`src/hw/rtl/blab_pkg.sv`:
```
// Shared types, constants and helpers of the line/arc blend evaluator.
package blab_pkg;

  localparam int unsigned S_W     = 17;
  localparam int unsigned OUT_W   = 32;
  localparam int unsigned CFG_W   = 60;
  localparam int unsigned ANGLE_W = 32;
  localparam int unsigned IDX_W   = 3;

  localparam int unsigned QUEUE_DEPTH = 2;
  localparam int unsigned QPTR_W      = $clog2(QUEUE_DEPTH);

  localparam int PI_Q28      = 843314857;
  localparam int HALF_PI_Q28 = 421657428;
  localparam int TWO_PI_Q28  = 1686629713;
  localparam int GAIN_Q30    = 652032874;

  localparam int unsigned XY_W = 34;
  localparam int unsigned Z_W  = 33;

  localparam logic [29:0] ATAN_Q30 [32] = '{
    30'd843314857, 30'd497837829, 30'd263043837, 30'd133525159, 30'd67021687,
    30'd33543516, 30'd16775851, 30'd8388437, 30'd4194283, 30'd2097149,
    30'd1048576, 30'd524288, 30'd262144, 30'd131072, 30'd65536, 30'd32768,
    30'd16384, 30'd8192, 30'd4096, 30'd2048, 30'd1024, 30'd512, 30'd256,
    30'd128, 30'd64, 30'd32, 30'd16, 30'd8, 30'd4, 30'd2, 30'd1, 30'd0
  };

  typedef enum logic [IDX_W-1:0] {
    CFG_LINE_START  = 3'd0,
    CFG_JOINT_POINT = 3'd1,
    CFG_ARC_CENTER  = 3'd2,
    CFG_ARC_AXIS    = 3'd3,
    CFG_ARC_ANGLE   = 3'd4
  } cfg_idx_e;

  typedef struct packed {
    logic           vld;
    logic [S_W-1:0] s;
  } item_t;

  typedef struct packed {
    logic signed [26:0] tem;
    logic signed [26:0] j1;
    logic signed [26:0] k5;
    logic signed [29:0] ph1;
    logic signed [29:0] ph2;
    logic signed [37:0] k2;
  } scal_t;

  // round half up, then drop k fraction bits
  function automatic logic signed [63:0] rnd_sh(input logic signed [63:0] v,
                                                 input int unsigned k);
    return (v + (64'sd1 <<< (k - 1))) >>> k;
  endfunction

endpackage

```
`src/hw/rtl/blab_front.sv`:
```
// Request front end: accepts blend parameters into a short queue.
module blab_front import blab_pkg::*; (
  input  logic           clk_i,
  input  logic           rst_ni,
  input  logic           start_i,
  output logic           busy_o,
  input  logic [S_W-1:0] s_i,
  output item_t          item_o
);

  logic [S_W-1:0] mem_q [QUEUE_DEPTH];
  logic [QPTR_W-1:0] wr_q, rd_q;
  logic [QPTR_W:0] cnt_q, cnt_d;
  logic push, pop;

  assign busy_o = (cnt_q == (QPTR_W+1)'(QUEUE_DEPTH));
  assign push   = start_i && !busy_o;
  assign pop    = (cnt_q != '0);
  assign cnt_d  = cnt_q + (QPTR_W+1)'(push) - (QPTR_W+1)'(pop);

  assign item_o.vld = pop;
  assign item_o.s   = mem_q[rd_q];

  always_ff @(posedge clk_i or negedge rst_ni) begin
    if (!rst_ni) begin
      wr_q  <= '0;
      rd_q  <= '0;
      cnt_q <= '0;
    end else begin
      if (push) wr_q <= wr_q + 1'b1;
      if (pop) rd_q <= rd_q + 1'b1;
      cnt_q <= cnt_d;
    end
  end

  always_ff @(posedge clk_i) begin
    if (push) mem_q[wr_q] <= s_i;
  end

endmodule

```
`config.mk`:
```
export PLATFORM = sky130hd
export DESIGN_NAME = blab_front
export DESIGN_NICKNAME = d
export VERILOG_FILES = /design/src/hw/rtl/blab_pkg.sv /design/src/hw/rtl/blab_front.sv
export SDC_FILE = /design/constraint.sdc
export NUM_CORES = 1
export LEC_CHECK = 0
export ABC_AREA = 1
export ABC_CLOCK_PERIOD_IN_PS = 2350
export BUFFER_PORTS_ARGS = -buffer_cell sky130_fd_sc_hd__buf_2
export CAP_MARGIN = 20
export CELL_PAD_IN_SITES_DETAIL_PLACEMENT = 1
export CELL_PAD_IN_SITES_GLOBAL_PLACEMENT = 2
export CORE_ASPECT_RATIO = 1.2
export CORE_MARGIN = 5
export CORE_UTILIZATION = 33
export CTS_CLUSTER_SIZE = 8
export DETAILED_ROUTE_END_ITERATION = 6
export PLACE_DENSITY_LB_ADDON = 0.1
export SYNTH_ARGS = -nofsm -noshare
export SYNTH_HDL_FRONTEND = slang
export SYNTH_SLANG_ARGS = --single-unit
```
`constraint.sdc`:
```
create_clock -name clk_i -period 2.35 [get_ports clk_i]
set_input_delay 0.3525 -clock clk_i [delete_from_list [all_inputs] [get_ports clk_i]]
set_output_delay 0.3525 -clock clk_i [all_outputs]
set_load 0.03 [all_outputs]
```
# Word level (Yosys, flattened, before mapping)

Memory sizes are Yosys's and may differ from the RTL's.
Cells that the tools add are included.

Register bits: 4
RAM bits: 34
Word-level logic and storage cells: 14
Memories kept: 1

Memories:

| name  | words | width | rd ports | clocked after Yosys merged registers in | wr ports | line             | source |
|---|---|---|---|---|---|---|---|
| mem_q | 2     | 17    | 1        | 0                                       | 1        | blab_front.sv:11 | `logic [S_W-1:0] mem_q [QUEUE_DEPTH];` |

Add/sub/neg operators: 4
Equality and inequality tests: 1
Muxes and demuxes: 2
Reduce and logical (&&, ||, !) cells: 3

Operator list:

| kind                                        | count |
|---|---|
| adder 1 bit (second input constant)         | 2 |
| adder 2 x 1 -> 2 bit                        | 1 |
| equality test 2 bit (second input constant) | 1 |
| two-way mux 1 bit                           | 2 |
| nonzero test 2 bit                          | 1 |
| subtractor 2 x 1 -> 2 bit                   | 1 |
| logical AND 1 bit                           | 1 |
| zero test 1 bit                             | 1 |

# Depth between registers and ports, before layout

Gate-level depths: netlist of the first run.

Depth after elaboration: 5
Mapped depth: 5
Depth with buffers taken out: 5

# Worst setup path after synthesis of the first run

No wires, ideal clock.

Kind: register to register
From: reg cnt_q[1]
To: mem mem_q[1][0] (enable)
Library setup time: 0.391 ns
Arrival time: 1.263 ns
Setup slack: 0.697 ns
Stages on the path, launching flop included: 4
Buffers on the path: 0
Cell sequence: dfrtp_1 nand2_2 nand2_1 nor2_1

Longest elaborated chain between the ends: 5

Ends and longest elaborated chain:

| element                                 | line             | source |
|---|---|---|
| start: declaration                      | blab_front.sv:13 | `logic [QPTR_W:0] cnt_q, cnt_d;` |
| start signal: assignment                | blab_front.sv:32 | `cnt_q <= cnt_d;` |
| equality test 2 bit                     | blab_front.sv:16 | `assign busy_o = (cnt_q == (QPTR_W+1)'(QUEUE_DEPTH));` |
| zero test 1 bit                         | blab_front.sv:17 | `assign push = start_i && !busy_o;` |
| logical AND 1 bit                       | blab_front.sv:17 |  |
| two-way mux 1 bit                       | blab_front.sv:37 | `if (push) mem_q[wr_q] <= s_i;` |
| two-way mux 1 bit (implied by the code) | blab_front.sv:37 |  |
| end: declaration                        | blab_front.sv:11 |  |

Every way passes these cells.

==> results of run 1 <==
==> cell usage after synthesis (all sizes together) <==
master | count | area (um^2)
nand2 | 56 | 222.7
xor2 | 1 | 8.760
inv | 7 | 33.78
dfrtp | 4 | 100.1
buf | 4 | 41.28
or2 | 1 | 6.260
edfxtp | 34 | 1021
nor2 | 2 | 7.510
nand3 | 1 | 5.000
==> worst paths after layout <==
| kind | end | slack [ns] | cells after the start |
|---|---|---|---|
| max | item_o[0] | 0.42 | 4 |
| min | mem_q[1][1] | 0.26 | 1 |
| max reg2reg | mem_q[0][2] | 0.85 | 3 |
| min reg2reg | wr_q | 0.49 | 2 |
| max in group asynchronous | cnt_q[1] | 1.83 | 2 |
| min in group asynchronous | wr_q | 0.40 | 2 |
==> report_power, final <==
part,internal [mW],leakage [nW],total (mW),switching (mW)
clock,0.204,0.0426,0.415,0.211
combinational,0.174,0.390,0.651,0.477
sequential,0.799,0.368,0.868,0.0685
total,1.18,0.801,1.93,0.757
==> layout make-up <==
| cell class | count | area (um^2) | area share |
|---|---|---|---|
| Clock buffer | 6 | 72.57 | 0.04108 |
| Clock inverter | 2 | 8.758 | 0.004958 |
| Inverter | 7 | 33.78 | 0.01912 |
| Multi-Input combinational cell | 61 | 252.7 | 0.1431 |
| Sequential cell | 38 | 1121 | 0.6346 |
| Tap cell | 56 | 70.07 | 0.03966 |
| Timing Repair Buffer | 40 | 207.7 | 0.1176 |
==> stage by stage <==
stage / hold slack (ns) / util
after detailed placement: 0.1638 / 0.3931
after floorplan: 0.05691 / -
after global placement: 0.1606 / 0.3931
final: 0.2572 / 0.4146
after global routing: 0.2410 / 0.4146
after CTS: 0.2500 / 0.4146
==> what timing repair did <==
item                      CTS  global route
setup buffers               0             0
hold endpoints to repair    4             0
hold buffers                1             0
==> placed cells by master, fill, tap and decap left out, types with 4 or more instances in the layout <==
master                     count
sky130_fd_sc_hd__nand2_2       5
sky130_fd_sc_hd__buf_2        38
sky130_fd_sc_hd__inv_1         6
sky130_fd_sc_hd__dfrtp_1       4
sky130_fd_sc_hd__clkbuf_8      5
sky130_fd_sc_hd__nand2_1      51
sky130_fd_sc_hd__edfxtp_1     34
==> registers in the layout, summed over array words and instances (netlist names) <==
| name | flops |
|---|---|
| wr_q | 1 |
| cnt_q | 2 |
| rd_q | 1 |
| mem_q | 34 |
==> worst register-to-register path, stage by stage (launching register included) <==
cell	delay, ns
sky130_fd_sc_hd__dfrtp_1	0.41
sky130_fd_sc_hd__nand2_2	0.11
sky130_fd_sc_hd__nand3_1	0.09
sky130_fd_sc_hd__inv_1	0.52
==> per-layer routing <==
layer	up-vias	track usage	routed length (um)
met1	433	0.1127	1131
met2	27	0.1826	1503
li1	445	-	-
met4	0	0.04598	31
met3	4	0.03511	155
met5	-	0	0
==> cell families (layout without fill, tap and decap cells) <==
| kind of cell | Yosys count | count (layout) | synth area share |
|---|---|---|---|
| flops | 38 | 38 | 0.7751 |
| xor+xnor | 1 | 1 | 0.006056 |
| simple gates | 60 | 60 | 0.1670 |
| buf+inv | 11 | 55 | 0.05189 |
==> flow_summary.json, run 1 <==
{
  "status": "complete, no violations",
  "critical_path_data_required_time_ns": 2.00,
  "pwr_density_cell_mw_per_mm2": 1095,
  "max_slew.worst_pin.slew_ns": 0.7012,
  "route.detailed.wl_per_inst_um": 13.44,
  "cts_repair_resize_count": 0,
  "worstSetupEndpointType": "output port",
  "port-buffer-count": 38,
  "routed_wl_um": 2822,
  "io_pins": 39,
  "syn_nets": 130,
  "maximum_number_of_pins_on_one_net_before_global_route_repair": 19,
  "critical_path.reg2reg.startpoint": "cnt_q[1]",
  "clock_tree.htree_level_count": 2,
  "cp.arrival_ns": 1.58,
  "die_width_um": 70.44,
  "critical_path_start_type": "register",
  "setup.worst_path.class": "register to output port",
  "synth.avg_cell_area_um2": 13.15,
  "worst_hold_path_type": "input pin to register",
  "residual_antenna_violating_net_count_after_detailed_routing": 0,
  "root_buffer": "sky130_fd_sc_hd__clkbuf_8",
  "path_common_cell": "sky130_fd_sc_hd__nand2_1",
  "setup.worst_path.start": "rd_q",
  "grt.total_usage": 0.1032,
  "clk_path_buf_depth": 2,
  "timing.critical_path.slowest_stage_cell": "sky130_fd_sc_hd__dfrtp_1",
  "fraction_of_layout_cells_with_a_size_suffix_above_1": 0.3377,
  "fmax_mhz": 517.9,
  "dpl.hpwl_um": 1961,
  "design.final.nets": 173,
  "postLayoutSetupSlackWorst_ns": 0.4192,
  "worstPathCellList": "inv_8 > nand2_1 > nand2_1 > buf_2",
  "areaGrowthSynthToFinish_pct": 22.15,
  "dieArea_mm2": 0.005812,
  "grt.overflow.total": 0,
  "timing.max_cap.violations": 0,
  "worst_path_dominant_cell_family": "flip-flops",
  "clock_tree_from_tritoncts": "done",
  "yosys.cell_types.count": 13,
  "cts_bufs_inserted": 5,
  "seq_area_frac_synth": 0.7751,
  "total_via_count_after_detailed_routing": 909,
  "initial_utilization": 0.3394,
  "drcViolationCount": 0,
  "yosysWarnings": 0,
  "pre_cts_ws_ns": 0.6749,
  "synthCells": 110,
  "final.min_clock_period_ns": 1.931,
  "number_of_global_route_vias_before_repair": 972,
  "placed_cells_incl_taps": 201,
  "viasPerCell": 4.329,
  "antenna_cells": 0,
  "post_dp_cell_area_mm2": 0.001675,
  "power_mw": 1.934,
  "worst_hold_startpoint": "s_i[1]",
  "totalNegativeSetupSlack_ns": 0,
  "cell_leakage_power_nw": 0.8010,
  "path_max_fanout": 18,
  "syn_area_mm2": 0.001446,
  "setup_skew_after_layout_ns": 0.004575,
  "n_fill_cell": 483,
  "first_pass_iters": 4,
  "grt_pass1_wl_um": 4498,
  "rows": 26,
  "delay_of_the_slowest_critical_path_stage_ns": 0.80,
  "ys_ff_latch": 38,
  "slew_violations": 0,
  "antenna_found_initial": 0,
  "number_of_drc_violations_after_detailed_routing_iteration_0": 38,
  "unrepaired_setup_endpoints_after_global_routing": "false",
  "timing_hold_violations_final": 0,
  "clkSlewWorstSetupHoldPaths_ns": 0.07,
  "stdcell_area_mm2": 0.001767,
  "floorplan.core_area_mm2": 0.004262,
  "sink_count_of_the_clock_tree": 38,
  "irDropWorstVdd_mv": 0.3943,
  "fin_cells": 210,
  "dieHeight_um": 82.52,
  "final.period_utilization": 0.8216,
  "clock_insertion_delay_worst_skew_ns": 0.28,
  "critical_path.n_buffers_inverters": 2,
  "gp_congestion": 0.6249,
  "setup_viol": 0,
  "slew_headroom": 0.5325
}
(Power assumes the default switching activity.)
==> run 2, diff against run 1 <==
--- a/config.mk
+++ b/config.mk
@@ -6,7 +6,7 @@
 export NUM_CORES = 1
 export LEC_CHECK = 0
 export ABC_AREA = 1
-export ABC_CLOCK_PERIOD_IN_PS = 2350
+export ABC_CLOCK_PERIOD_IN_PS = 1850
 export BUFFER_PORTS_ARGS = -buffer_cell sky130_fd_sc_hd__buf_2
 export CAP_MARGIN = 20
 export CELL_PAD_IN_SITES_DETAIL_PLACEMENT = 1
==> constraint.sdc (replaced) <==
create_clock -name clk_i -period 1.85 [get_ports clk_i]
set_input_delay 0.2775 -clock clk_i [delete_from_list [all_inputs] [get_ports clk_i]]
set_output_delay 0.2775 -clock clk_i [all_outputs]
set_load 0.03 [all_outputs]
==> flow_summary.json, run 2 (synthesized netlist as in run 1, its figures left out) <==
{
  "post_cts_buffers": 0,
  "viasPerCell": 4.329,
  "slew_headroom": 0.8011,
  "totalNegativeSetupSlack_ns": 0,
  "critical_path_start_type": "register",
  "share_clk_of_total_power": 0.259,
  "irDropWorstVdd_mv": 0.5662,
  "cts_bufs_inserted": 5,
  "postLayoutSetupSlackWorst_ns": 0.1709,
  "pre_cts_ws_ns": 0.4395,
  "slew_violations": 0,
  "antenna_cells": 0,
  "critical_path_data_required_time_ns": 1.57,
  "clkSlewWorstSetupHoldPaths_ns": 0.08,
  "dpl.hpwl_um": 2074,
  "worst_hold_path_type": "input pin to register",
  "setup_skew_after_layout_ns": 0.007576,
  "cp.arrival_ns": 1.40,
  "total_via_count_after_detailed_routing": 922,
  "swShare": 0.3733,
  "final.period_utilization": 0.9076,
  "port-buffer-count": 38,
  "number_of_drc_violations_after_detailed_routing_iteration_0": 27,
  "cell_leakage_power_nw": 0.8314,
  "rows": 26,
  "post_dp_cell_area_mm2": 0.001698,
  "largest-register": "mem_q",
  "grt.total_usage": 0.1059,
  "routed_wl_um": 2783,
  "areaGrowthSynthToFinish_pct": 25.61,
  "grt_pass1_wl_um": 4602,
  "floorplan.core_area_mm2": 0.004262,
  "unrepaired_setup_endpoints_after_global_routing": "false",
  "clock_tree_from_tritoncts": "done",
  "design.final.nets": 176,
  "fin_cells": 213,
  "maximum_number_of_pins_on_one_net_before_global_route_repair": 19,
  "die_width_um": 70.44,
  "clk_path_buf_depth": 2,
  "sink_count_of_the_clock_tree": 38,
  "path_max_fanout": 13,
  "fmax_mhz": 595.6,
  "dieArea_mm2": 0.005812,
  "max_reg_flops": 34,
  "internal_power_mw": 1.650,
  "gp_congestion": 0.6276,
  "route.detailed.wl_per_inst_um": 13.07,
  "power_frac_comb": 0.338,
  "p_sw_mw": 0.9831,
  "fraction_of_layout_cells_with_a_size_suffix_above_1": 0.3631,
  "stdcell_area_mm2": 0.001817,
  "status": "complete, no violations",
  "initial_utilization": 0.3394,
  "timing.max_cap.violations": 0,
  "first_pass_iters": 4,
  "residual_antenna_violating_net_count_after_detailed_routing": 0,
  "timing_hold_violations_final": 0,
  "setup.worst_path.class": "register to output port",
  "final.min_clock_period_ns": 1.679,
  "grt.overflow.total": 0,
  "final_common_cell": "sky130_fd_sc_hd__nand2_1",
  "antenna_found_initial": 0,
  "seq_power_share": 0.403,
  "io_pins": 39,
  "setup_viol": 0,
  "clock_tree.htree_level_count": 2,
  "dieHeight_um": 82.52,
  "placed_cells_incl_taps": 204,
  "clock_insertion_delay_worst_skew_ns": 0.29,
  "drcViolationCount": 0,
  "worstSetupEndpointType": "output port",
  "number_of_global_route_vias_before_repair": 1018,
  "pwr_density_cell_mw_per_mm2": 1450,
  "most-common-layout-cells": "51 x sky130_fd_sc_hd__nand2_1, 38 x sky130_fd_sc_hd__buf_2, 34 x sky130_fd_sc_hd__edfxtp_1",
  "top_regs": "mem_q x34, cnt_q x2",
  "max_slew.worst_pin.slew_ns": 0.2983,
  "root_buffer": "sky130_fd_sc_hd__clkbuf_8"
}
run 2: cell types whose count changed in the layout (fill, tap and decap cells not counted):
cell | previous run | this run
sky130_fd_sc_hd__clkbuf_1 | 1 | 0
sky130_fd_sc_hd__buf_4 | 1 | 4
sky130_fd_sc_hd__clkinv_1 | 1 | 0
sky130_fd_sc_hd__clkinv_2 | 1 | 2
sky130_fd_sc_hd__bufinv_16 | 0 | 1
run 2: layer usage:
metal,share of wire,global-route usage,routed length (um)
met5,0,0,0
met4,0.020,0.06322,57
met3,0.055,0.02906,154
met2,0.53,0.1966,1476
met1,0.39,0.1062,1095
run 2: power by group through the flow:
stage | logic, mW | clock network [mW] | registers (mW)
after floorplan | 0.711 | 0 | 1.05
after global placement | 0.907 | 0 | 1.08
after detailed placement | 0.913 | 0 | 1.08
after CTS | 0.917 | 0.698 | 1.06
after global routing | 0.978 | 0.743 | 1.07
final | 0.890 | 0.682 | 1.06
run 2: critical path, cell delays in order, from the launching register on:
cell and delay, ns:
sky130_fd_sc_hd__dfrtp_1 0.52, sky130_fd_sc_hd__buf_4 0.27, sky130_fd_sc_hd__nand2_1 0.07, sky130_fd_sc_hd__nand2_1 0.07
sky130_fd_sc_hd__buf_2 0.19
run 2: final timing paths:
check | slack, ns | endpoint | cells after the start | from
setup / recovery | 0.17 | item_o[3] | 4 | rd_q
hold / removal | 0.17 | mem_q[0][6] | 1 | s_i[6]
setup reg to reg | 0.47 | mem_q[0][15] | 4 | cnt_q[1]
hold reg to reg | 0.49 | cnt_q[1] | 2 | cnt_q[0]
max in group asynchronous | 1.41 | cnt_q[1] | 2 | rst_ni
min in group asynchronous | 0.31 | rd_q | 2 | rst_ni
run 2: cell type report:
cell class | count | area, um^2
Multi-Input combinational cell | 61 | 252.7
Fill cell | 472 | 2445
Tap cell | 56 | 70.07
Clock buffer | 5 | 68.82
Timing Repair Buffer | 43 | 230.2
Inverter | 7 | 33.78
Sequential cell | 38 | 1121
Clock inverter | 3 | 40.04
run 2: through the flow:
stage | util | power, mW | hold slack (ns)
after floorplan | - | 1.763 | -0.01809
after global placement | 0.3984 | 1.985 | 0.09370
after detailed placement | 0.3984 | 1.995 | 0.09153
after CTS | 0.4263 | 2.678 | 0.1696
after global routing | 0.4263 | 2.792 | 0.1647
final | 0.4263 | 2.633 | 0.1729
run 2: what timing repair did:
action | in CTS | in global routing
endpoints found under the hold margin | 4 | 0
hold buffers | 1 | 0
resized for setup | 0 | 0
